File: config.mk
export PLATFORM = sky130hd
export DESIGN_NAME = sqa_ctrl
export DESIGN_NICKNAME = d
export VERILOG_FILES = /design/src/hw/rtl/sqa_pkg.sv /design/src/hw/rtl/sqa_ctrl.sv
export SDC_FILE = /design/constraint.sdc
export NUM_CORES = 1
export LEC_CHECK = 0
export BUFFER_PORTS_ARGS = -buffer_cell sky130_fd_sc_hd__clkbuf_2
export CAP_MARGIN = 0
export CORE_AREA = 2 2 39 41
export CTS_CLUSTER_SIZE = 24
export DETAILED_ROUTE_END_ITERATION = 10
export DIE_AREA = 0 0 41 43
export GPL_ROUTABILITY_DRIVEN = 1
export PLACE_DENSITY = 0.4
export SLEW_MARGIN = 20
export SYNTH_ARGS = -nofsm -noshare
export SYNTH_HDL_FRONTEND = slang
export SYNTH_SLANG_ARGS = --single-unit
File: constraint.sdc
create_clock -name clock -period 1.5 [get_ports clock]
set_clock_uncertainty 0.15 [all_clocks]
set_input_delay 0.225 -clock clock [delete_from_list [all_inputs] [get_ports clock]]
set_output_delay 0.225 -clock clock [all_outputs]
set_load 0.05 [all_outputs]
File: src/hw/rtl/sqa_pkg.sv
// ----------------------------------------------------------------------------
// sqa_pkg
// Shared types, constants and helpers for the shared queue id allocator.
// ----------------------------------------------------------------------------
package sqa_pkg;

   localparam int UNITS  = 4;
   localparam int PORTS  = 32;
   localparam int QUEUES = 32;

   // ids beyond 32 cannot be named by the 5-bit result
   localparam int QLIM  = (QUEUES < 32) ? QUEUES : 32;
   localparam int ROWS  = UNITS * QUEUES;
   localparam int ROW_W = (ROWS > 1) ? $clog2(ROWS) : 1;

   localparam logic [31:0] PORT_RANGE =
      (PORTS >= 32) ? 32'hFFFF_FFFF : ((32'd1 << PORTS) - 32'd1);

   localparam logic OP_ALLOC = 1'b0;
   localparam logic OP_FREE  = 1'b1;

   localparam logic [1:0] ST_OK   = 2'd0;
   localparam logic [1:0] ST_FULL = 2'd1;
   localparam logic [1:0] ST_BAD  = 2'd2;

   localparam logic [1:0] CSR_QUEUES_IN_USE = 2'd0;
   localparam logic [1:0] CSR_PORTS_PRESENT = 2'd1;
   localparam logic [1:0] CSR_UNITS_PRESENT = 2'd2;

   typedef struct packed {
      logic load;
      logic issue;
      logic fread;
      logic alloc_commit;
      logic free_commit;
      logic respond;
   } cmd_type;

   typedef struct packed {
      logic bad;
      logic op_free;
      logic scan_done;
      logic out_free;
   } sts_type;

   function automatic logic [ROW_W-1:0] row_addr(input logic [1:0] unit,
                                                 input logic [4:0] q);
      logic [ROW_W+7:0] a;
      a = (ROW_W+8)'(unit) * (ROW_W+8)'(QUEUES) + (ROW_W+8)'(q);
      return a[ROW_W-1:0];
   endfunction

endpackage

File: src/hw/rtl/sqa_ctrl.sv
// ----------------------------------------------------------------------------
// sqa_ctrl
// Sequencer for the allocator: precheck, queue scan, commit and response.
// ----------------------------------------------------------------------------
module sqa_ctrl (
   input  logic             clock,
   input  logic             reset,
   input  logic             req_valid,
   output logic             req_stall,
   input  sqa_pkg::sts_type sts,
   output sqa_pkg::cmd_type cmd
);
   import sqa_pkg::*;

   localparam logic [2:0] S_IDLE  = 3'd0;
   localparam logic [2:0] S_CHECK = 3'd1;
   localparam logic [2:0] S_SCAN  = 3'd2;
   localparam logic [2:0] S_ALLOC = 3'd3;
   localparam logic [2:0] S_FREAD = 3'd4;
   localparam logic [2:0] S_FCHK  = 3'd5;
   localparam logic [2:0] S_RESP  = 3'd6;

   logic [2:0] state_ff, state_in;

   assign req_stall = (state_ff != S_IDLE);

   always_comb begin
      state_in = state_ff;
      cmd      = '0;
      case (state_ff)
         S_IDLE: begin
            if (req_valid) begin
               cmd.load = 1'b1;
               state_in = S_CHECK;
            end
         end
         S_CHECK: begin
            if (sts.bad)
               state_in = S_RESP;
            else if (sts.op_free)
               state_in = S_FREAD;
            else
               state_in = S_SCAN;
         end
         S_SCAN: begin
            if (sts.scan_done)
               state_in = S_ALLOC;
            else
               cmd.issue = 1'b1;
         end
         S_ALLOC: begin
            cmd.alloc_commit = 1'b1;
            state_in         = S_RESP;
         end
         S_FREAD: begin
            cmd.fread = 1'b1;
            state_in  = S_FCHK;
         end
         S_FCHK: begin
            cmd.free_commit = 1'b1;
            state_in        = S_RESP;
         end
         S_RESP: begin
            if (sts.out_free) begin
               cmd.respond = 1'b1;
               state_in    = S_IDLE;
            end
         end
         default: state_in = S_IDLE;
      endcase
   end

   always_ff @(posedge clock) begin
      if (reset)
         state_ff <= S_IDLE;
      else
         state_ff <= state_in;
   end

endmodule

==> results.json <==
{
  "hold_violations": 0,
  "clk_latency_ns": 0.23,
  "clk_pin_slew_ns": 0.03,
  "dr.first_iter.drc_count": 2,
  "status": "complete, but fails checks",
  "cts_max_level": 1,
  "failed_checks": "negative setup slack",
  "synth_nets": 32,
  "top_regs": "state_ff (3)",
  "setup-violations-final": 3,
  "wl_per_cell_um": 10.2,
  "area_growth_pct": 133,
  "cap_violations": 0,
  "place_hpwl_um": 404,
  "ir_drop_v": 0.000324,
  "synth.cell_area_um2": 210,
  "vias": 272,
  "tns_ns": -0.133,
  "dp_slack_ns": 0.0390,
  "grt_pass1_wl_um": 945,
  "worst-setup-path-type": "register to primary output",
  "power.static_leakage_nw": 0.229,
  "max_flop_register": "state_ff",
  "maxSlewViolCount": 0,
  "cp.arrival_ns": 1.18,
  "power.density_nw_per_um2": 969,
  "overflow": 0,
  "syn_inst": 25,
  "postRouteWirelength_um": 654,
  "hp-class": "input port to register",
  "place.gp.congestion": 0.603,
  "grt_pass1_vias": 259,
  "start_util_pct": 15.2,
  "avgSynthCellArea_um2": 8.41,
  "vias_per_cell": 4.25,
  "io_buffers": 13,
  "async_flop_share_pct": 0,
  "synth_seq_cells": 3,
  "drc": 0,
  "max_slew.worst_pin.slew_ns": 0.271,
  "cp_max_fo": 2,
  "die_area_um2": 1760,
  "clockBufferDepth": 2,
  "layout.nets": 56,
  "reg2reg_from": "state_ff[1]",
  "post-route-worst-setup-slack_ns": -0.0594,
  "rows": 14,
  "ant_nets": 0,
  "clock-sinks": 3,
  "cts_hold_repair.buffers": 0,
  "core_um2": 1380,
  "r2r_end": "state_ff[1]",
  "rsz0062_at_grt": "true",
  "seq_area_frac_synth_pct": 28.6,
  "antenna_found_initial": 0,
  "r2r_cells": 4,
  "die_x_um": 41,
  "synth_cell_types": 17,
  "grt_max_degree": 11,
  "yosys_warnings": 0,
  "critPathLaunchType": "register",
  "drive_gt1_share_pct": 75.0,
  "synth_edf_count": 0,
  "antenna_cells": 0,
  "max_freq_ghz": 0.641,
  "crit_end": "cmd[5]",
  "largest_reg_flops": 3,
  "first_pass_iters": 2,
  "synth_ff_type": "dfxtp_1",
  "die_y_um": 43,
  "cp-end-kind": "primary output",
  "cts-root-buf": "clkbuf_4",
  "slew_headroom_pct": 81.8,
  "required_ns": 1.12,
  "worstSetupStartpoint": "state_ff[1]",
  "timing.final.crit_share_pct": 104,
  "track_usage_pct": 8.62,
  "io_pins": 14,
  "fin_crit_ns": 1.56,
  "numCtsBuffers": 3,
  "cts_tree": "done",
  "r2r_setup_slack_ns": 0.26
}
where the power goes:
part	internal, mW	total (mW)	switching (mW)
clock	0.0996	0.141	0.0414
combinational	0.110	0.234	0.124
sequential	0.0910	0.0998	0.00882
total	0.301	0.475	0.174
Yosys cell counts (2+ instances only):
cell / instances / area (µm²)
nor4b_1: 2 / 17.5
nor4_1: 3 / 18.8
nor2_1: 4 / 15.0
dfxtp_1: 3 / 60.1
worst min path at each step:
| stage | startpoint | end | slack, ns | cells past startpoint |
|---|---|---|---|---|
| after floorplan | reset | state_ff[0] | 0.14 | 1 |
| after global placement | reset | state_ff[0] | 0.29 | 2 |
| final | reset | state_ff[0] | 0.04 | 2 |
| after CTS | reset | state_ff[2] | 0.04 | 2 |
| after detailed placement | reset | state_ff[0] | 0.29 | 2 |
| after global routing | reset | state_ff[0] | 0.05 | 2 |
placed cells by master, fill, tap and decap left out:
master	instances
or3_4	1
nor4b_4	1
nor3_1	1
and4b_1	1
a2111oi_2	1
nor2_4	3
dfxtp_2	2
buf_4	5
clkbuf_2	6
clkbuf_1	1
nand2b_1	1
nor4_1	3
and3b_2	1
buf_6	5
dfxtp_4	1
clkbuf_4	4
buf_8	4
nor2_1	1
nand2_1	1
o211a_1	1
inv_1	1
nor4b_1	1
and2_4	1
clkbuf_8	1
metal layers:
| metal | vias to the layer above | track usage [%] | wire [µm] |
|---|---|---|---|
| met5 | - | 0 | 0 |
| met4 | 0 | 10.0 | 25 |
| met3 | 4 | 3.66 | 50 |
| met2 | 13 | 11.3 | 303 |
| met1 | 117 | 8.95 | 274 |
| li1 | 138 | - | - |
layout make-up:
| cell class | instances | area (µm²) |
|---|---|---|
| Fill cell | 145 | 893 |
| Inverter | 1 | 3.75 |
| Clock buffer | 4 | 26.3 |
| Tap cell | 16 | 20.0 |
| Sequential cell | 3 | 66.3 |
| Multi-Input combinational cell | 18 | 169 |
| Timing Repair Buffer | 22 | 205 |
what timing repair did:
item	4_1_cts	5_1_grt
gates resized for setup	17	14
setup endpoints to repair	7	7
pin swaps	1	3
setup buffers	2	3
stage by stage:
stage / hold WS [ns] / power (mW) / area, µm² / cells / util [%]
after CTS: 0.0401 / 0.453 / 435 / 61 / 31.5
after global routing: 0.0502 / 0.506 / 490 / 64 / 35.4
after detailed placement: 0.291 / 0.269 / 332 / 55 / 24.0
final: 0.0394 / 0.475 / 490 / 64 / 35.4
after global placement: 0.289 / 0.271 / 332 / 55 / 24.0
after floorplan: 0.144 / 0.232 / 240 / 25 / -
critical path, cell delays in order (launching register included):
cell and delay [ns]:
dfxtp_2 0.31, or3_4 0.40, nor2_4 0.10, buf_8 0.15
logic make-up after synthesis:
family,synth area share [%]
compound gates,11.9
flops,28.6
buf+inv,13.1
simple gates,46.4
(Power assumes the default switching activity.)
